## config.mk

```make
export PLATFORM = sky130hd
export DESIGN_NAME = zpip_front
export DESIGN_NICKNAME = d
export VERILOG_FILES = /design/src/zpip_pkg.sv /design/src/zpip_front.sv
export SDC_FILE = /design/constraint.sdc
export NUM_CORES = 1
export LEC_CHECK = 0
export BUFFER_PORTS_ARGS = -buffer_cell sky130_fd_sc_hd__buf_2
export CAP_MARGIN = 20
export CORE_AREA = 2 2 66 68
export DETAILED_ROUTE_END_ITERATION = 8
export DIE_AREA = 0 0 68 70
export GPL_ROUTABILITY_DRIVEN = 0
export PLACE_DENSITY = 0.63
export REMOVE_ABC_BUFFERS = 1
export SLEW_MARGIN = 0
export SYNTH_ARGS = -nofsm -noshare
export SYNTH_HDL_FRONTEND = slang
export SYNTH_SLANG_ARGS = --single-unit
```

## constraint.sdc

```tcl
create_clock -name vclk -period 0.8
set_clock_uncertainty 0.2 [all_clocks]
set_input_delay 0.08 -clock vclk [all_inputs]
set_output_delay 0.08 -clock vclk [all_outputs]
set_load 0.01 [all_outputs]
```

## src/zpip_pkg.sv

```systemverilog
// Shared types, constants and helpers for the zoned point-in-polygon block.
package zpip_pkg;

  localparam int MAX_AREAS    = 4;
  localparam int MAX_VERTICES = 64;
  localparam int COORD_BITS   = 32;
  localparam int MIN_VERTICES = 3;
  localparam int QUEUE_DEPTH  = 2;

  // fixed port widths
  localparam int REQ_W      = 2;
  localparam int IN_AREA_W  = 2;
  localparam int IN_VTX_W   = 6;
  localparam int IN_CNT_W   = 7;
  localparam int IN_COORD_W = 32;
  localparam int WIND_W     = 7;
  localparam int STATUS_W   = 2;
  localparam int HIT_W      = 2;
  localparam int CFG_IDX_W  = 2;
  localparam int CFG_DATA_W = 3;
  localparam int CFG_CNT_W  = 3;

  localparam int KIND_SLOTS    = MAX_AREAS * MAX_VERTICES;
  localparam int VSTORE_DEPTH  = 2 * KIND_SLOTS;
  localparam int CNT_DEPTH     = 2 * MAX_AREAS;
  localparam int VADDR_W       = $clog2(VSTORE_DEPTH);
  localparam int CIDX_W        = $clog2(CNT_DEPTH);
  localparam int AREA_W        = (MAX_AREAS > 1) ? $clog2(MAX_AREAS) : 1;
  localparam int AREA_CNT_W    = $clog2(MAX_AREAS + 1);
  localparam int VTX_W         = $clog2(MAX_VERTICES);
  localparam int VCNT_W        = $clog2(MAX_VERTICES + 1);
  localparam int WN_W          = VCNT_W + 1;
  localparam int DIFF_W        = COORD_BITS + 1;
  localparam int PROD_W        = 2 * COORD_BITS;
  localparam int WIND_MAX      = 2 ** (WIND_W - 1) - 1;
  localparam int WIND_MIN      = -(2 ** (WIND_W - 1));

  localparam logic [REQ_W-1:0] REQ_VERTEX = 2'd0;
  localparam logic [REQ_W-1:0] REQ_COUNT  = 2'd1;
  localparam logic [REQ_W-1:0] REQ_QUERY  = 2'd2;

  localparam logic [CFG_IDX_W-1:0] CFG_MAIN_COUNT = 2'd0;
  localparam logic [CFG_IDX_W-1:0] CFG_EXCL_COUNT = 2'd1;
  localparam logic [CFG_IDX_W-1:0] CFG_WIRED_EN   = 2'd2;

  localparam logic KIND_MAIN = 1'b0;
  localparam logic KIND_EXCL = 1'b1;

  typedef enum logic [STATUS_W-1:0] {
    ST_OUTSIDE = 2'd0,
    ST_MAIN    = 2'd1,
    ST_EXCL    = 2'd2,
    ST_WIRED   = 2'd3
  } status_t;

  typedef enum logic [1:0] {
    OP_VWRITE,
    OP_CWRITE,
    OP_QUERY
  } op_t;

  typedef enum logic [2:0] {
    BK_IDLE,
    BK_AREA,
    BK_EDGE,
    BK_DRAIN,
    BK_DONE
  } back_state_t;

  typedef struct packed {
    logic [CFG_CNT_W-1:0] main_count;
    logic [CFG_CNT_W-1:0] excl_count;
    logic                 wired_en;
  } cfg_t;

  typedef struct packed {
    op_t                           op;
    logic [VADDR_W-1:0]            vaddr;
    logic [CIDX_W-1:0]             cidx;
    logic [VCNT_W-1:0]             cnt;
    logic signed [COORD_BITS-1:0]  x;
    logic signed [COORD_BITS-1:0]  y;
  } cmd_t;

  typedef struct packed {
    logic signed [COORD_BITS-1:0] x;
    logic signed [COORD_BITS-1:0] y;
  } vertex_t;

  function automatic logic [VADDR_W-1:0] vaddr_of(input logic kind,
                                                  input logic [AREA_W-1:0] area,
                                                  input logic [VTX_W-1:0] vtx);
    vaddr_of = VADDR_W'(kind) * VADDR_W'(KIND_SLOTS)
             + VADDR_W'(area) * VADDR_W'(MAX_VERTICES)
             + VADDR_W'(vtx);
  endfunction

  function automatic logic [CIDX_W-1:0] cidx_of(input logic kind,
                                                input logic [AREA_W-1:0] area);
    cidx_of = CIDX_W'(kind) * CIDX_W'(MAX_AREAS) + CIDX_W'(area);
  endfunction

endpackage

```

## src/zpip_front.sv

```systemverilog
// Input decode: classifies each transaction and builds a queue command.
module zpip_front (
  input  logic                                in_valid,
  output logic                                in_ready,
  input  logic [zpip_pkg::REQ_W-1:0]          req_type,
  input  logic                                area_kind,
  input  logic [zpip_pkg::IN_AREA_W-1:0]      area_index,
  input  logic [zpip_pkg::IN_VTX_W-1:0]       vertex_index,
  input  logic [zpip_pkg::IN_CNT_W-1:0]       vertex_count,
  input  logic signed [zpip_pkg::IN_COORD_W-1:0] coord_x,
  input  logic signed [zpip_pkg::IN_COORD_W-1:0] coord_y,
  input  logic                                q_full,
  output logic                                push,
  output zpip_pkg::cmd_t                      cmd
);
  import zpip_pkg::*;

  logic area_ok;
  logic vtx_ok;
  logic keep;

  assign in_ready = !q_full;
  assign area_ok  = 32'(area_index) < MAX_AREAS;
  assign vtx_ok   = 32'(vertex_index) < MAX_VERTICES;

  always_comb begin
    keep      = 1'b0;
    cmd.op    = OP_QUERY;
    cmd.vaddr = vaddr_of(area_kind, AREA_W'(area_index), VTX_W'(vertex_index));
    cmd.cidx  = cidx_of(area_kind, AREA_W'(area_index));
    // counts saturate at the vertex capacity
    cmd.cnt   = (32'(vertex_count) > MAX_VERTICES) ? VCNT_W'(MAX_VERTICES)
                                                   : VCNT_W'(vertex_count);
    cmd.x     = coord_x[COORD_BITS-1:0];
    cmd.y     = coord_y[COORD_BITS-1:0];
    case (req_type)
      REQ_VERTEX: begin
        keep   = area_ok && vtx_ok;
        cmd.op = OP_VWRITE;
      end
      REQ_COUNT: begin
        keep   = area_ok;
        cmd.op = OP_CWRITE;
      end
      REQ_QUERY: begin
        keep   = 1'b1;
        cmd.op = OP_QUERY;
      end
      default: begin
        keep   = 1'b0;
        cmd.op = OP_QUERY;
      end
    endcase
  end

  assign push = in_valid && in_ready && keep;

endmodule

```

==> results of run 1 <==
## worst min path at each step
stage,to,slack (ps),depth (start not counted)
after floorplan,cmd[0],-40,0
after detailed placement,cmd[56],-40,0
after global placement,cmd[56],-40,0
after global routing,cmd[56],-40,0
after CTS,cmd[56],-40,0
final,cmd[56],-40,0
## metal layers
metal	vias to the layer above	wire length [µm]	global-route usage (%)
li1	74	-	-
met1	109	567	6.05
met2	126	4070	57.0
met3	6	1920	35.9
met4	0	116	3.78
met5	-	0	0
## critical path: stages
cell and delay, ps:
buf_6 90, nand2_2 50, and3_1 140, buf_2 120
## kinds of logic after synthesis
| kind of cell | count (synthesis) | share of synthesized area [%] |
|---|---|---|
| buffers and inverters | 79 | 91.5 |
| and+or+nand+nor | 9 | 8.46 |
## final cells by class
| type | instances | area [µm²] |
|---|---|---|
| inverter | 1 | 3.75 |
| multi-input combinational | 9 | 58.8 |
| fill | 497 | 3890 |
| tap | 52 | 65.1 |
| timing repair buffer | 22 | 123 |
## timing repair
item                                    CTS  global route
hold endpoints to repair                 76            76
pin swaps                                 1             2
resized for setup                         1             3
endpoints found under the setup margin    1             2
## report_power, final
| group | internal [mW] | total [mW] | leakage, nW | switching [mW] |
|---|---|---|---|---|
| Sequential | 0 | 0 | 0 | 0 |
| Clock | 0 | 0 | 0 | 0 |
| Combinational | 0.0558 | 0.103 | 0.127 | 0.0467 |
## cell usage in the layout (no fill, tap or decap)
master	instances
and3_1	1
buf_2	20
buf_6	2
inv_1	1
nand2_2	1
nor2b_1	6
nor2b_2	1
## stage by stage
stage                     setup WS (ps)  cells  power (mW)  utilization [%]
after global routing               4.54     84       0.111             6.04
after global placement             20.8     84      0.0929             5.62
after CTS                          13.3     84      0.0978             5.77
after detailed placement          0.269     84      0.0947             5.62
after floorplan                     154     10      0.0307                -
final                              39.6     84       0.103             6.04
==> results.md, run 1 <==
- Max_cap viols: 0
- Initial drt markers: 15
- Critical Path Sink: push
- Hold Slack: -39.9 ps
- Sequential area share after synthesis: 0%
- Drt wl/cell: between 70 and 80 µm
- Hold Path Class: in2out
- Routed vias/inst: ~3.8
- Final Max Tran Viols: 0
- Failing checks: hold timing
- Final cycle utilization of the critical path: 95.0%
- Synth cell count leaders: buf_4 (76), nor2b_1 (7), clkbuf_1 (2)
- DR vias: 315
- HP Start: coord_x[24]
- Clock buffers: 0
- Die area: 4760 µm²
- # DRC: 0
- PD cells: between 400 and 500 nW/µm²
- Crit end category: output pin
- RSZ-0062 raised after global routing: no
- Die X: 68 µm
- Max Fanout on Critical Path: 2
- Critical Path RT: roughly 520 ps
- Synth top area cells: buf_4 (90%), nor2b_1 (6.9%), clkbuf_1 (1.2%)
- Min Tclk post-route: 760 ps
- Vias in the first global route: 294
- IO Port Bufs: 22
- Overflow after GRT: 0
- Syn_area_per_cell: roughly 7.2 µm²
- Status: finished with violations
- Startpoint Class: primary input
- Tot GR Track Use: 26.8%
- Routed WL: 6.68 mm
- Half-perimeter wire length after placement: 6.63 mm
- # rows: 24
- YS warnings: 0
- Total Nets Final: 118
- Post-Synthesis Cells: 88
- Global-route wire length before repair: 7.20 mm
- Post-CTS Setup Bufs: 0
- Placed inst area: 233 µm²
- Die H: around 70 µm
- Cell with the most instances after synthesis: buf_4
- Seq_cells: 0
- Sequential cell area: 0 µm²
- Slew margin rel.: 91.6%
- Core ar.: 4140 µm²
- Antenna Cells: 0
- Final Instance Area: 250 µm²
- Worst Path Arrival: 480 ps
- Drt first pass iters: 2
- Critical path type: in2out
- Layout area overhead: -60.6%
- Leak Pwr: 0.127 nW
- Largest net degree at the start of global routing: 8
- Fraction of layout cells with a size suffix above 1: 75.0%
- Synth cell types: 6
- Post-route ant nets: 0
- Initial Util: 15.3%
- Mapped cell area: roughly 640 µm²
- Peak VDD IR: 0.0681 mV
- Post-synth top area share: 89.8%
- Final setup fails: 0
- Initial antenna violation count: 0
- Final hold vios: between 70 and 80
- Post-synth top area cell: buf_4
- IO Count: 171
- First element of the critical path: req_type[0]
- Worst-margin pin slew: 125 ps
- Setup_tns: 0 ps
- Fmax: 1.32 GHz
Note: power is estimated with default switching activity, not from simulation.
==> run 2, diff against run 1 <==
==> constraint.sdc (replaced) <==
create_clock -name vclk -period 0.88
set_clock_uncertainty 0.2 [all_clocks]
set_input_delay 0.088 -clock vclk [all_inputs]
set_output_delay 0.088 -clock vclk [all_outputs]
set_load 0.1 [all_outputs]
==> run 2 against run 1 <==
The run still ends with hold timing left. Global-route usage increased by 0.55 points. Final area is 100% higher. Non-clock buffer count is 3 higher. Sequential share of layout area is the same. Core utilization rose by 6.0 points.
==> results.md, run 2 (synthesized netlist as in run 1, its figures left out) <==
- Drt first pass iters: 2 (unchanged)
- Antenna Cells: 0 (unchanged)
- Tot GR Track Use: 27.3% (was 26.8%)
- Fraction of layout cells with a size suffix above 1: 100% (was 75.0%)
- Met1 Use GR: 7.03% (was 6.05%)
- Hold Slack: -23.3 ps (was -39.9 ps)
- Critical path type: in2out (unchanged)
- Global routing's busiest layer: met2 (unchanged)
- M3 GR Usage: 35.7% (was 35.9%)
- Slew margin rel.: 91.0% (was 91.6%)
- DR vias: 347 (was 315)
- Worst-margin pin slew: 134 ps (was 125 ps)
- Die X: 68 µm (unchanged)
- Vias in the first global route: 346 (was 294)
- Leak Pwr: 0.222 nW (was 0.127 nW)
- Post-route ant nets: 0 (unchanged)
- Largest net degree at the start of global routing: 8 (unchanged)
- Die H: 70 µm (unchanged)
- IO Count: 171 (unchanged)
- Fmax: 1.15 GHz
- RSZ-0062 raised after global routing: yes (was no)
- Crit end category: output pin (unchanged)
- Clock buffers: 0 (unchanged)
- Initial Util: 15.3% (unchanged)
- Worst Path Arrival: 580 ps (was 480 ps)
- Critical Path RT: 590 ps (was 520 ps)
- Post-CTS Setup Bufs: 0 (unchanged)
- PD cells: 841 nW/µm² (was 410 nW/µm²)
- Final cycle utilization of the critical path: 98.9%
- # DRC: 0 (unchanged)
- Initial drt markers: 10 (was 15)
- Global-route wire length before repair: 7.40 mm (was 7.20 mm)
- Layout area overhead: -21.3% (was -60.6%)
- Grt met2 use: 58.5% (was 57.0%)
- # rows: 24 (unchanged)
- Non-filler cells, final: 87 (was 84)
- Max_cap viols: 0 (unchanged)
- Half-perimeter wire length after placement: 6.64 mm (was 6.63 mm)
- Max Fanout on Critical Path: 2 (unchanged)
- Drt wl/cell: 77.5 µm (was 79.5 µm)
- Status: finished with violations (unchanged)
- Total Nets Final: 121 (was 118)
- Startpoint Class: primary input (unchanged)
- Seq_cells: 0 (unchanged)
- IO Port Bufs: 22 (unchanged)
- Peak VDD IR: 0.268 mV (was 0.0681 mV)
- Final hold vios: 76 (unchanged)
- Commonest non-fill, non-tap cell in the layout: buf_12 (was buf_2)
- Die area: 4760 µm² (unchanged)
- Failing checks: hold timing (unchanged)
- Placed insts: 87 (was 84)
- Core ar.: 4140 µm² (unchanged)
- Hold Path Class: in2out (unchanged)
- Initial antenna violation count: 0 (unchanged)
- Final setup fails: 0 (unchanged)
- Most frequent cells in the layout: buf_12 (11), buf_2 (7), nor2b_4 (6), buf_6 (4), buf_4 (3) (was buf_2 (20), nor2b_1 (6), buf_6 (2))
- Min Tclk post-route: 871 ps
- Sequential cell area: 0 µm² (unchanged)
- Routed WL: 6.74 mm (was 6.68 mm)
- Routed vias/inst: 3.99 (was 3.75)
- Overflow after GRT: 0 (unchanged)
- Final Max Tran Viols: 0 (unchanged)
- Design Power: 0.421 mW (was 0.103 mW)
-- run 2: repair_timing --
action	in CTS	in global routing
setup endpoints to repair	8	1
pin swaps	2	2
endpoints found under the hold margin	76	76
gates resized for setup	20	1
-- run 2: path summary, 6_finish.rpt --
check	from	to	slack, ps	depth (start not counted)
max	q_full	push	9	4
min	coord_x[24]	cmd[56]	-20	0
-- run 2: area by class of cell --
cell class / count / area (µm²)
fillers: 482 / 3640
repair buffers: 25 / 323
multi-input cells: 9 / 109
well taps: 52 / 65.1
inverters: 1 / 3.75
-- run 2: routing by layer --
metal	up-vias	wire (µm)
met2	128	4130
met1	133	596
met5	-	0
li1	80	-
met4	0	85
met3	6	1930
-- run 2: worst max-delay path, stage by stage --
cell and delay [ps]:
buf_6 90, inv_2 50, and3_4 190, buf_12 170
-- run 2: power by group --
group | internal [mW] | switching, mW | total [mW]
Combinational | 0.165 | 0.256 | 0.421
Sequential | 0 | 0 | 0
Clock | 0 | 0 | 0
-- run 2: through the flow --
stage               instance area, µm²  setup TNS, ps  setup WS [ps]  util [%]
detailed placement                 420           -637           -130      10.1
finish                             500              0           9.31      12.1
CTS                                494          -2.51          -2.51      11.9
global route                       500          -5.77          -5.77      12.1
floorplan                         57.6          -6900          -1000         -
global placement                   420           -505           -128      10.1
