`config.mk`:
```
export PLATFORM = sky130hd
export DESIGN_NAME = zpip_queue
export DESIGN_NICKNAME = d
export VERILOG_FILES = /design/src/zpip_pkg.sv /design/src/zpip_queue.sv
export SDC_FILE = /design/constraint.sdc
export NUM_CORES = 1
export LEC_CHECK = 0
export BUFFER_PORTS_ARGS = -buffer_cell sky130_fd_sc_hd__buf_2
export CAP_MARGIN = 20
export CORE_MARGIN = 4
export CORE_UTILIZATION = 35
export DETAILED_ROUTE_END_ITERATION = 7
export GPL_TIMING_DRIVEN = 0
export PLACE_DENSITY_LB_ADDON = 0.08
export SYNTH_ARGS = -nofsm -noshare
export SYNTH_HDL_FRONTEND = slang
export SYNTH_SLANG_ARGS = --single-unit
```
`constraint.sdc`:
```
create_clock -name clk -period 8.2 [get_ports clk]
set_input_delay 0.82 -clock clk [delete_from_list [all_inputs] [get_ports clk]]
set_output_delay 0.82 -clock clk [all_outputs]
set_load 0.01 [all_outputs]
```
`src/zpip_pkg.sv`:
```
// Shared types, constants and helpers for the zoned point-in-polygon block.
package zpip_pkg;

  localparam int MAX_AREAS    = 4;
  localparam int MAX_VERTICES = 64;
  localparam int COORD_BITS   = 32;
  localparam int MIN_VERTICES = 3;
  localparam int QUEUE_DEPTH  = 2;

  // fixed port widths
  localparam int REQ_W      = 2;
  localparam int IN_AREA_W  = 2;
  localparam int IN_VTX_W   = 6;
  localparam int IN_CNT_W   = 7;
  localparam int IN_COORD_W = 32;
  localparam int WIND_W     = 7;
  localparam int STATUS_W   = 2;
  localparam int HIT_W      = 2;
  localparam int CFG_IDX_W  = 2;
  localparam int CFG_DATA_W = 3;
  localparam int CFG_CNT_W  = 3;

  localparam int KIND_SLOTS    = MAX_AREAS * MAX_VERTICES;
  localparam int VSTORE_DEPTH  = 2 * KIND_SLOTS;
  localparam int CNT_DEPTH     = 2 * MAX_AREAS;
  localparam int VADDR_W       = $clog2(VSTORE_DEPTH);
  localparam int CIDX_W        = $clog2(CNT_DEPTH);
  localparam int AREA_W        = (MAX_AREAS > 1) ? $clog2(MAX_AREAS) : 1;
  localparam int AREA_CNT_W    = $clog2(MAX_AREAS + 1);
  localparam int VTX_W         = $clog2(MAX_VERTICES);
  localparam int VCNT_W        = $clog2(MAX_VERTICES + 1);
  localparam int WN_W          = VCNT_W + 1;
  localparam int DIFF_W        = COORD_BITS + 1;
  localparam int PROD_W        = 2 * COORD_BITS;
  localparam int WIND_MAX      = 2 ** (WIND_W - 1) - 1;
  localparam int WIND_MIN      = -(2 ** (WIND_W - 1));

  localparam logic [REQ_W-1:0] REQ_VERTEX = 2'd0;
  localparam logic [REQ_W-1:0] REQ_COUNT  = 2'd1;
  localparam logic [REQ_W-1:0] REQ_QUERY  = 2'd2;

  localparam logic [CFG_IDX_W-1:0] CFG_MAIN_COUNT = 2'd0;
  localparam logic [CFG_IDX_W-1:0] CFG_EXCL_COUNT = 2'd1;
  localparam logic [CFG_IDX_W-1:0] CFG_WIRED_EN   = 2'd2;

  localparam logic KIND_MAIN = 1'b0;
  localparam logic KIND_EXCL = 1'b1;

  typedef enum logic [STATUS_W-1:0] {
    ST_OUTSIDE = 2'd0,
    ST_MAIN    = 2'd1,
    ST_EXCL    = 2'd2,
    ST_WIRED   = 2'd3
  } status_t;

  typedef enum logic [1:0] {
    OP_VWRITE,
    OP_CWRITE,
    OP_QUERY
  } op_t;

  typedef enum logic [2:0] {
    BK_IDLE,
    BK_AREA,
    BK_EDGE,
    BK_DRAIN,
    BK_DONE
  } back_state_t;

  typedef struct packed {
    logic [CFG_CNT_W-1:0] main_count;
    logic [CFG_CNT_W-1:0] excl_count;
    logic                 wired_en;
  } cfg_t;

  typedef struct packed {
    op_t                           op;
    logic [VADDR_W-1:0]            vaddr;
    logic [CIDX_W-1:0]             cidx;
    logic [VCNT_W-1:0]             cnt;
    logic signed [COORD_BITS-1:0]  x;
    logic signed [COORD_BITS-1:0]  y;
  } cmd_t;

  typedef struct packed {
    logic signed [COORD_BITS-1:0] x;
    logic signed [COORD_BITS-1:0] y;
  } vertex_t;

  function automatic logic [VADDR_W-1:0] vaddr_of(input logic kind,
                                                  input logic [AREA_W-1:0] area,
                                                  input logic [VTX_W-1:0] vtx);
    vaddr_of = VADDR_W'(kind) * VADDR_W'(KIND_SLOTS)
             + VADDR_W'(area) * VADDR_W'(MAX_VERTICES)
             + VADDR_W'(vtx);
  endfunction

  function automatic logic [CIDX_W-1:0] cidx_of(input logic kind,
                                                input logic [AREA_W-1:0] area);
    cidx_of = CIDX_W'(kind) * CIDX_W'(MAX_AREAS) + CIDX_W'(area);
  endfunction

endpackage

```
`src/zpip_queue.sv`:
```
// Small command queue between decode and the area walker.
module zpip_queue (
  input  logic           clk,
  input  logic           rst,
  input  logic           push,
  input  zpip_pkg::cmd_t push_data,
  input  logic           pop,
  output zpip_pkg::cmd_t head,
  output logic           full,
  output logic           empty
);
  import zpip_pkg::*;

  localparam int QPTR_W = (QUEUE_DEPTH > 1) ? $clog2(QUEUE_DEPTH) : 1;
  localparam int QCNT_W = $clog2(QUEUE_DEPTH + 1);

  cmd_t              slots [QUEUE_DEPTH];
  logic [QPTR_W-1:0] wr_ptr;
  logic [QPTR_W-1:0] rd_ptr;
  logic [QCNT_W-1:0] fill;

  assign full  = (fill == QCNT_W'(QUEUE_DEPTH));
  assign empty = (fill == '0);
  assign head  = slots[rd_ptr];

  always_ff @(posedge clk) begin
    if (push) begin
      slots[wr_ptr] <= push_data;
    end
  end

  always_ff @(posedge clk) begin
    if (rst) begin
      wr_ptr <= '0;
      rd_ptr <= '0;
      fill   <= '0;
    end else begin
      if (push) begin
        wr_ptr <= (32'(wr_ptr) == QUEUE_DEPTH - 1) ? '0 : wr_ptr + 1'b1;
      end
      if (pop) begin
        rd_ptr <= (32'(rd_ptr) == QUEUE_DEPTH - 1) ? '0 : rd_ptr + 1'b1;
      end
      if (push && !pop) begin
        fill <= fill + 1'b1;
      end else if (pop && !push) begin
        fill <= fill - 1'b1;
      end
    end
  end

endmodule

```
==> results.py, run 1 <==
metrics = {
    "status": {
        "status": "finished clean",
    },
    "setup_path": {
        "crit_type": "reg2out",
        "critPathRequiredTime_ps": 7380,
        "worstPathMaxFanout": 10,
        "end_kind": "output port",
        "crit_arrival_ps": 1730,
        "start_kind": "flip-flop",
    },
    "timing": {
        "rsz0062_at_grt": "no",
        "fmax_mhz": 392.0,
        "finalSetupViolations": 0,
        "timing.final.hold_violations": 0,
        "skew_ps": 7.758,
        "fin_crit_ps": 2551,
        "final.period_utilization_pct": 31.11,
        "slew_headroom_pct": 56.91,
        "slew_viol_final": 0,
        "holdWs_ps": 517.8,
        "worst_pin_slew_ps": 645.0,
        "tns_ps": 0,
    },
    "synth": {
        "postSynthNetCount": 376,
        "synth.yosys.seq_area_share_pct": 82.02,
        "yosysUniqueCellTypes": 17,
        "postSynthCellCount": 286,
        "ys_ff_latch": 175,
        "yosysWarningCount": 0,
        "syn_area_um2": 6346,
        "avgSynthCellArea_um2": 22.19,
    },
    "floorplan": {
        "io-pin-count": 176,
        "initial_core_util_pct": 36.19,
        "dieHeight_um": 142.7,
        "rows": 48,
        "fp.coreArea_um2": 17540,
        "die_area_um2": 20350,
        "dieWidth_um": 142.7,
    },
    "route": {
        "wl_per_cell_um": 16.88,
        "detail-route-antenna-nets": 0,
        "drcViolationCount": 0,
        "via_count": 3251,
        "drt_iter0_drc": 124,
        "drtPass1Iterations": 6,
        "wl_um": 12210,
        "detail_route.vias_per_cell": 4.497,
    },
    "hold_path": {
        "hp-class": "reg2reg",
    },
    "clocking": {
        "clock_sinks": 175,
        "h-tree-depth": 4,
        "cts_hold_buf": 0,
        "postCtsSetupRepairBufs": 0,
        "cts_tree": "done",
        "cts_root_buffer": "clkbuf_16",
        "path_clk_slew_ps": 60,
        "clock_latency_ps": 420,
        "cts_buffers": 17,
        "cts-resized-gates": 0,
        "clockBufferDepth": 2,
    },
    "pwr": {
        "p_switching_uw": 455.7,
        "power_frac_comb_pct": 10.7,
        "p_seq_share_pct": 51.4,
        "clockPowerShare_pct": 37.9,
        "swShare_pct": 22.22,
        "worst_ir_drop_vdd_mv": 0.1431,
        "powerDensity_nw_per_um2": 250.6,
        "internal_power_mw": 1.595,
        "leakage_nw": 3.073,
    },
    "finish": {
        "synthToLayoutAreaGrowth_pct": 28.94,
        "final_cell_mix": "buf_2 (178), edfxtp_1 (170), mux2_1 (50)",
        "fin_nets": 574,
        "layout_commonest_cell": "buf_2",
        "final_layout_size_suffix_gt1_share_pct": 50.91,
    },
    "flow_run": {
        "drv_cap": 0,
    },
    "global_routing": {
        "grt_max_degree": 49,
        "grt-ovfl-total": 0,
        "grt_pass1_wl_um": 18410,
        "gr-usage-all-layers_pct": 11.98,
        "grt_pass1_vias": 3431,
        "antenna_found_initial": 3,
    },
    "place": {
        "post-dp-hpwl_um": 8230,
        "portBuffers": 175,
        "gp_congestion": 0.6603,
    },
}
routing by layer:
metal / part of all wire, % / up-vias / track usage (%)
li1: - / 1534 / -
met1: 43 / 1572 / 14.63
met5: 0.34 / - / 0
met3: 9.0 / 13 / 6.263
met4: 0.90 / 6 / 3.302
met2: 47 / 126 / 18.77
final timing paths:
check	startpoint	end	slack (ps)	cells after the start
max	flip-flop	head[57]	5650	4
min	fill[1]$_SDFFE_PP0P_	fill[1]$_SDFFE_PP0P_	520	2
max reg2reg	wr_ptr$_SDFFE_PP0P_	slots[0][63]$_DFFE_PP_	6520	3
min reg2reg	fill[1]$_SDFFE_PP0P_	fill[1]$_SDFFE_PP0P_	520	2
layout make-up:
type                            count  area, um2
Fill cell                        1546       9354
Timing Repair Buffer              179      970.9
Buffer                              9      78.83
Antenna cell                        1      2.502
Tap cell                          225      281.5
Clock buffer                       20      436.7
Sequential cell                   175       5205
Inverter                            1      3.754
Multi-Input combinational cell    101       1069
Clock inverter                     12      135.1
state kept, by name (all words and copies together), names as in the netlist, named ones only:
signal  flops
slots     170
rd_ptr      1
fill        2
wr_ptr      1
power by group through the flow:
stage               registers, mW  logic [mW]  clock network (mW)
finish                       1.05       0.218               0.778
global route                 1.06       0.241               0.845
CTS                          1.06       0.226               0.805
detailed placement           1.07       0.224                   0
global placement             1.08       0.213                   0
floorplan                    1.08       0.117                   0
stage by stage:
stage	instances	utilization [%]	power (mW)	setup slack, ps	area [um2]
finish	723	46.66	2.050	5649	8183
global route	722	46.65	2.144	5542	8180
CTS	722	46.65	2.086	5585	8180
detailed placement	690	43.39	1.299	5832	7609
global placement	686	42.79	1.295	333.9	7503
floorplan	286	-	1.193	3129	6346
critical path: stages (launching register included):
cell	delay [ps]
dfxtp_1	390
buf_4	240
buf_6	180
mux2_1	350
buf_2	150
Yosys cell counts (all sizes together):
| master | n | area (um2) |
|---|---|---|
| mux2 | 85 | 957.2 |
| xnor2 | 2 | 17.52 |
| dfxtp | 5 | 100.1 |
| nor2b | 2 | 12.51 |
| or3 | 1 | 6.260 |
| ha | 1 | 12.51 |
| a21oi | 1 | 5.000 |
| inv | 1 | 3.750 |
| edfxtp | 170 | 5105 |
| buf | 9 | 78.82 |
| xor2 | 2 | 17.52 |
| nor2 | 5 | 18.77 |
| and2 | 1 | 6.260 |
| o21ai | 1 | 5.000 |
cell families (layout without fill, tap and decap cells):
logic type	after synthesis	in the layout	share of synthesized area, %
other cells	0	1	0
flops	175	175	82.02
fa+ha+maj	1	1	0.1971
simple gates	9	9	0.6902
compound gates	2	2	0.1576
buf+inv	10	221	1.301
mux	85	85	15.08
xor+xnor	4	4	0.5522
(Power assumes the default switching activity.)
==> run 2: changes to the inputs <==
Settings changed: ABC_AREA set to 1.
Clock period 8.2 ns to 2.5 ns, I/O delays scaled along.
==> run 2 against run 1 <==
Via count increased by 2.2%. Combinational power increased to 3.1 times the previous value. Clock-buffer cell count decreased by 3. Wire length about the same. Sequential power increased to 3.3 times the previous value. Synthesized cell count increased by 3.8%. Utilization decreased by 0.43 points. Largest power group unchanged.
==> results.py, run 2 <==
metrics = {
    "status": {
        "status": "finished clean",
    },
    "finish": {
        "utilization_pct": 46.23,
        "final_layout_size_suffix_gt1_share_pct": 49.03,
        "top_regs": "slots: 170 flops, fill: 2 flops",
        "synthToLayoutAreaGrowth_pct": 29.99,
        "layout_commonest_cell": "buf_2",
        "regMostFlops": "slots",
        "final_cell_mix": "buf_2 (178), edfxtp_1 (170), mux2_1 (50)",
        "fin_nets": 594,
        "instances_no_fill": 745,
        "n_antenna_cell": 0,
        "largest_reg_flops": 170,
    },
    "floorplan": {
        "rows": 49,
        "die_area_um2": 20410,
        "dieWidth_um": 142.9,
        "initial_core_util_pct": 35.57,
        "fp.coreArea_um2": 17900,
        "dieHeight_um": 142.9,
        "io-pin-count": 176,
    },
    "synth": {
        "synth_ff_type": "edfxtp_1",
        "yosysUniqueCellTypes": 17,
        "syn_area_um2": 6367,
        "async_flop_share_pct": 0,
        "postSynthCellCount": 297,
        "avgSynthCellArea_um2": 21.44,
        "synthTopCellsByCount": "edfxtp_1 (170), mux2_1 (50), mux2_2 (35)",
        "synth.yosys.seq_area_share_pct": 81.74,
        "yosys.area.top_type": "edfxtp_1",
        "synth_edf_count": 170,
        "ys_ff_latch": 175,
        "yosysWarningCount": 0,
        "ys_top_cells_by_area": "edfxtp_1 (80%), mux2_1 (8.8%), mux2_2 (6.2%), dfxtp_1 (1.6%), buf_6 (0.88%)",
        "postSynthNetCount": 387,
        "synth.top_cell.area_share_pct": 80.17,
        "synth_most_common_cell": "edfxtp_1",
    },
    "pwr": {
        "clockPowerShare_pct": 38.2,
        "internal_power_mw": 5.173,
        "p_seq_share_pct": 51.6,
        "leakage_nw": 3.133,
        "finalPower_mw": 6.635,
        "swShare_pct": 22.02,
        "power_frac_comb_pct": 10.2,
        "worst_ir_drop_vdd_mv": 0.4605,
        "powerDensity_nw_per_um2": 801.6,
        "p_switching_mw": 1.461,
    },
    "clocking": {
        "cts_root_buffer": "clkbuf_16",
        "clock_latency_ps": 410,
        "clock_sinks": 175,
        "h-tree-depth": 4,
        "cts_buffers": 17,
        "postCtsSetupRepairBufs": 0,
        "path_clk_slew_ps": 70,
        "clockBufferDepth": 2,
        "cts_tree": "done",
        "cts-resized-gates": 0,
    },
    "global_routing": {
        "antenna_found_initial": 1,
        "gr-usage-all-layers_pct": 12.14,
        "grt_max_degree": 49,
        "grt-ovfl-total": 0,
        "grt_pass1_vias": 3644,
        "grt_pass1_wl_um": 18680,
    },
    "setup_path": {
        "critPathRequiredTime_ps": 2250,
        "end_kind": "output port",
        "start_kind": "flip-flop",
        "crit_type": "reg2out",
        "crit_arrival_ps": 1770,
        "worstPathMaxFanout": 10,
    },
    "route": {
        "wl_um": 12200,
        "via_count": 3321,
        "drtPass1Iterations": 3,
        "wl_per_cell_um": 16.38,
        "drcViolationCount": 0,
        "drt_iter0_drc": 130,
        "detail_route.vias_per_cell": 4.458,
        "detail-route-antenna-nets": 0,
    },
    "flow_run": {
        "drv_cap": 0,
    },
    "timing": {
        "worst_pin_slew_ps": 922.5,
        "skew_ps": 6.478,
        "fin_crit_ps": 2015,
        "slew_headroom_pct": 38.35,
        "fmax_mhz": 496.3,
        "final.period_utilization_pct": 80.60,
        "timing.final.hold_violations": 0,
        "rsz0062_at_grt": "no",
        "slew_viol_final": 0,
        "finalSetupViolations": 0,
    },
    "place": {
        "gp_congestion": 0.6941,
        "post-dp-hpwl_um": 8247,
        "dp.cells": 704,
        "portBuffers": 175,
    },
    "hold_path": {
        "hp-class": "in2reg",
    },
}
run 2: cell count changes in the layout (fill, tap and decap cells not counted), moves of 2 or more:
cell,previous run,this run
clkbuf_1,3,0
dlygate4sd3_1,0,10
inv_1,1,8
nand2_1,0,5
xor2_1,2,0
run 2: layout make-up:
type	instances	area (um2)
plain buffers	9	78.83
clock buffers	17	425.4
clock inverters	14	143.9
fillers	1607	9625
inverters	9	36.28
multi-input cells	104	1057
flip-flops and latches	175	5205
well taps	229	286.5
repair buffers	188	1044
run 2: power by group through the flow:
stage | registers, mW | clock network [mW] | logic [mW]
after global routing | 3.44 | 2.76 | 0.746
after floorplan | 3.49 | 0 | 0.363
after detailed placement | 3.49 | 0 | 0.684
after global placement | 3.50 | 0 | 0.658
after CTS | 3.43 | 2.61 | 0.699
final | 3.43 | 2.53 | 0.676
run 2: cell families after synthesis:
family                     share of synthesized area, %
buffers and inverters                             1.768
AOI/OAI and AO/OA                                0.1571
DFF                                               81.75
adders and majority gates                        0.1965
muxes                                             15.03
and+or+nand+nor                                  0.9629
xor gates and xnor gates                         0.1376
run 2: worst paths after layout:
kind	from	endpoint	slack (ps)	depth (start not counted)
worst min-delay path	push_data[76]	slots[0][76]$_DFFE_PP_	20	1
worst max register to register	wr_ptr$_SDFFE_PP0P_	slots[0][50]$_DFFE_PP_	770	2
worst min register to register	rd_ptr$_SDFFE_PP0P_	flip-flop	520	2
worst max-delay path	flip-flop	head[56]	480	4
run 2: repair_timing:
item                                    4_1_cts  5_1_grt
endpoints found under the hold margin        18        1
hold buffers                                  9        1
endpoints found under the setup margin        0        0
run 2: metal layers:
metal / vias to the layer above / global-route usage, % / share of wire (%)
met2: 108 / 20.03 / 50
li1: 1578 / - / -
met3: 14 / 5.124 / 8.5
met4: 2 / 4.952 / 1.5
met5: - / 0 / 0.16
met1: 1619 / 14.00 / 40
run 2: worst max-delay path, stage by stage (launching register included):
cell	delay (ps)
dfxtp_1	400
buf_4	260
buf_6	190
mux2_1	340
buf_2	150
run 2: metrics by stage:
step / setup WS [ps] / hold WS [ps] / area [um2] / setup TNS (ps)
after floorplan: -41.06 / 322.4 / 6375 / -3490
after global placement: -1158 / 437.5 / 7537 / -133420
after detailed placement: 650.0 / 440.7 / 7607 / 0
after CTS: 398.6 / 0.2909 / 8267 / 0
after global routing: 346.7 / 1.914 / 8277 / 0
final: 485.0 / 22.46 / 8277 / 0
==> run 3: changes to the inputs <==
Clock period 2.5 ns to 1.9 ns, I/O delays scaled along.
==> run 3 against run 2 <==
First-iteration DRC count decreased by 25%. Register-to-register slack got worse by 520 ps. Clock power increased by 26%. Via count increased by 6.7%. Hold slack improved by 23 ps. Sequential share of layout area decreased by 5.5 points. Largest power group unchanged.
==> results.py, run 3 (synthesized netlist as in run 2, its figures left out) <==
metrics = {
    "pwr": {
        "p_switching_mw": 1.940,
        "powerDensity_nw_per_um2": 961.8,
        "p_seq_share_pct": 51.7,
        "power_frac_comb_pct": 11.8,
        "clockPowerShare_pct": 36.5,
        "swShare_pct": 22.22,
        "leakage_nw": 3.451,
        "worst_ir_drop_vdd_mv": 0.5797,
        "internal_power_mw": 6.790,
    },
    "clocking": {
        "cts_buffers": 17,
        "clockBufferDepth": 2,
        "clock_latency_ps": 420,
        "path_clk_slew_ps": 70,
        "cts_root_buffer": "clkbuf_16",
        "h-tree-depth": 4,
        "cts_tree": "done",
        "clock_sinks": 175,
    },
    "setup_path": {
        "crit_chain": "buf_12, buf_6, mux2_1, buf_2",
        "start_kind": "flip-flop",
        "end_kind": "output port",
        "critPathSlowestCell": "dfxtp_4",
        "cp_num_cells": 4,
        "cpPeakStageDelay_ps": 380,
        "r2r-start": "wr_ptr$_SDFFE_PP0P_",
        "critPathBufInv": 3,
        "crit_arrival_ps": 1610,
        "r2r_cells": 4,
        "critPathRequiredTime_ps": 1710,
        "crit_type": "reg2out",
        "cp_top_family": "buffers and inverters",
        "worstPathMaxFanout": 10,
    },
    "global_routing": {
        "grt_max_degree": 38,
        "grt_pass1_wl_um": 19620,
        "gr-usage-all-layers_pct": 12.51,
        "grt_pass1_vias": 3892,
        "grt-ovfl-total": 0,
        "antenna_found_initial": 0,
    },
    "place": {
        "portBuffers": 175,
        "gp_congestion": 0.6961,
        "place_area_um2": 7652,
        "post-dp-hpwl_um": 8378,
        "dp.cells": 706,
    },
    "finish": {
        "fill_cells": 1542,
        "synthToLayoutAreaGrowth_pct": 42.56,
        "final_cell_mix": "buf_2 (178), edfxtp_1 (170), dlygate4sd3_1 (86)",
        "regMostFlops": "slots",
        "utilization_pct": 50.71,
        "instances_no_fill": 824,
        "largest_reg_flops": 170,
        "fin_nets": 672,
        "finish.instance_area_um2": 9077,
        "top_regs": "slots: 170 flops, fill: 2 flops",
        "n_antenna_cell": 0,
        "final_layout_size_suffix_gt1_share_pct": 43.03,
        "layout_commonest_cell": "buf_2",
    },
    "route": {
        "wl_met1_um": 5126,
        "drtPass1Iterations": 4,
        "via_count": 3545,
        "wl_met2_um": 6094,
        "wl_per_cell_um": 15.08,
        "top_layer_used": "met4",
        "wl_um": 12420,
        "drcViolationCount": 0,
        "detail-route-antenna-nets": 0,
        "wl_met3_um": 1024,
        "detail_route.vias_per_cell": 4.302,
        "drt_iter0_drc": 98,
    },
    "hold_path": {
        "hp-class": "in2reg",
        "min_path_cells": 3,
        "min-delay-start": "pop",
    },
    "floorplan": {
        "die_area_um2": 20410,
        "dieWidth_um": 142.9,
        "dieHeight_um": 142.9,
        "io-pin-count": 176,
        "rows": 49,
        "initial_core_util_pct": 35.57,
        "fp.coreArea_um2": 17900,
    },
    "timing": {
        "rsz0062_at_grt": "no",
        "skew_ps": 7.934,
        "slew_headroom_pct": 58.49,
        "fin_crit_ps": 1795,
        "tns_ps": 0,
        "final.period_utilization_pct": 94.49,
        "holdWs_ps": 45.54,
        "slew_viol_final": 0,
        "worst_pin_slew_ps": 621.2,
        "timing.final.hold_violations": 0,
        "finalSetupViolations": 0,
        "fmax_mhz": 557.0,
    },
    "status": {
        "status": "finished clean",
    },
    "flow_run": {
        "drv_cap": 0,
    },
}
run 3: changes by cell type in the layout (fill, tap and decap cells not counted), moves of 2 or more:
cell / before / now
buf_12: 2 / 5
clkinv_1: 2 / 5
clkinvlp_4: 3 / 5
clkinv_4: 3 / 1
dfxtp_1: 5 / 3
dlygate4sd3_1: 10 / 86
run 3: path summary, 6_finish.rpt:
| check | to | slack, ps |
|---|---|---|
| setup / recovery | head[34] | 100 |
| hold / removal | rd_ptr$_SDFFE_PP0P_ | 50 |
| setup reg to reg | slots[1][29]$_DFFE_PP_ | 250 |
| hold reg to reg | rd_ptr$_SDFFE_PP0P_ | 510 |
run 3: through the flow:
step	worst slack [ps]	total power, mW
6_report	104.7	8.730
4_1_cts	0.5451	8.875
3_5_place_dp	165.2	5.503
5_1_grt	11.23	9.146
3_3_place_gp	-1026	5.463
2_1_floorplan	-134.1	5.066
run 3: final cells by class:
class	instances	area [um2]	area share, %
well taps	229	286.5	3.156
plain buffers	9	95.09	1.048
repair buffers	266	1844	20.32
inverters	9	37.54	0.4135
clock buffers	17	425.4	4.686
clock inverters	15	118.9	1.309
flip-flops and latches	175	5210	57.39
multi-input cells	104	1060	11.67
run 3: layer usage:
metal	up-vias	global-route usage [%]
li1	1726	-
met1	1684	14.77
met2	120	20.82
met3	15	5.124
met4	0	4.202
met5	-	0
run 3: power groups by stage:
stage / clock network (mW) / registers, mW / logic, mW
3_3_place_gp: 0 / 4.60 / 0.865
2_1_floorplan: 0 / 4.59 / 0.479
6_report: 3.19 / 4.51 / 1.03
4_1_cts: 3.30 / 4.51 / 1.06
3_5_place_dp: 0 / 4.59 / 0.909
5_1_grt: 3.48 / 4.53 / 1.14
run 3: what timing repair did:
item                                   4_1_cts  5_1_grt
setup buffers                                0        0
hold buffers                                86        0
endpoints found under the hold margin      173        0
setup endpoints to repair                   50       43
gates resized for setup                      3        3
run 3: worst register-to-register path: stages (launching register included):
cell        delay (ps)
dfxtp_2            340
nand2_2             80
clkinvlp_4         390
buf_12             350
buf_12             200
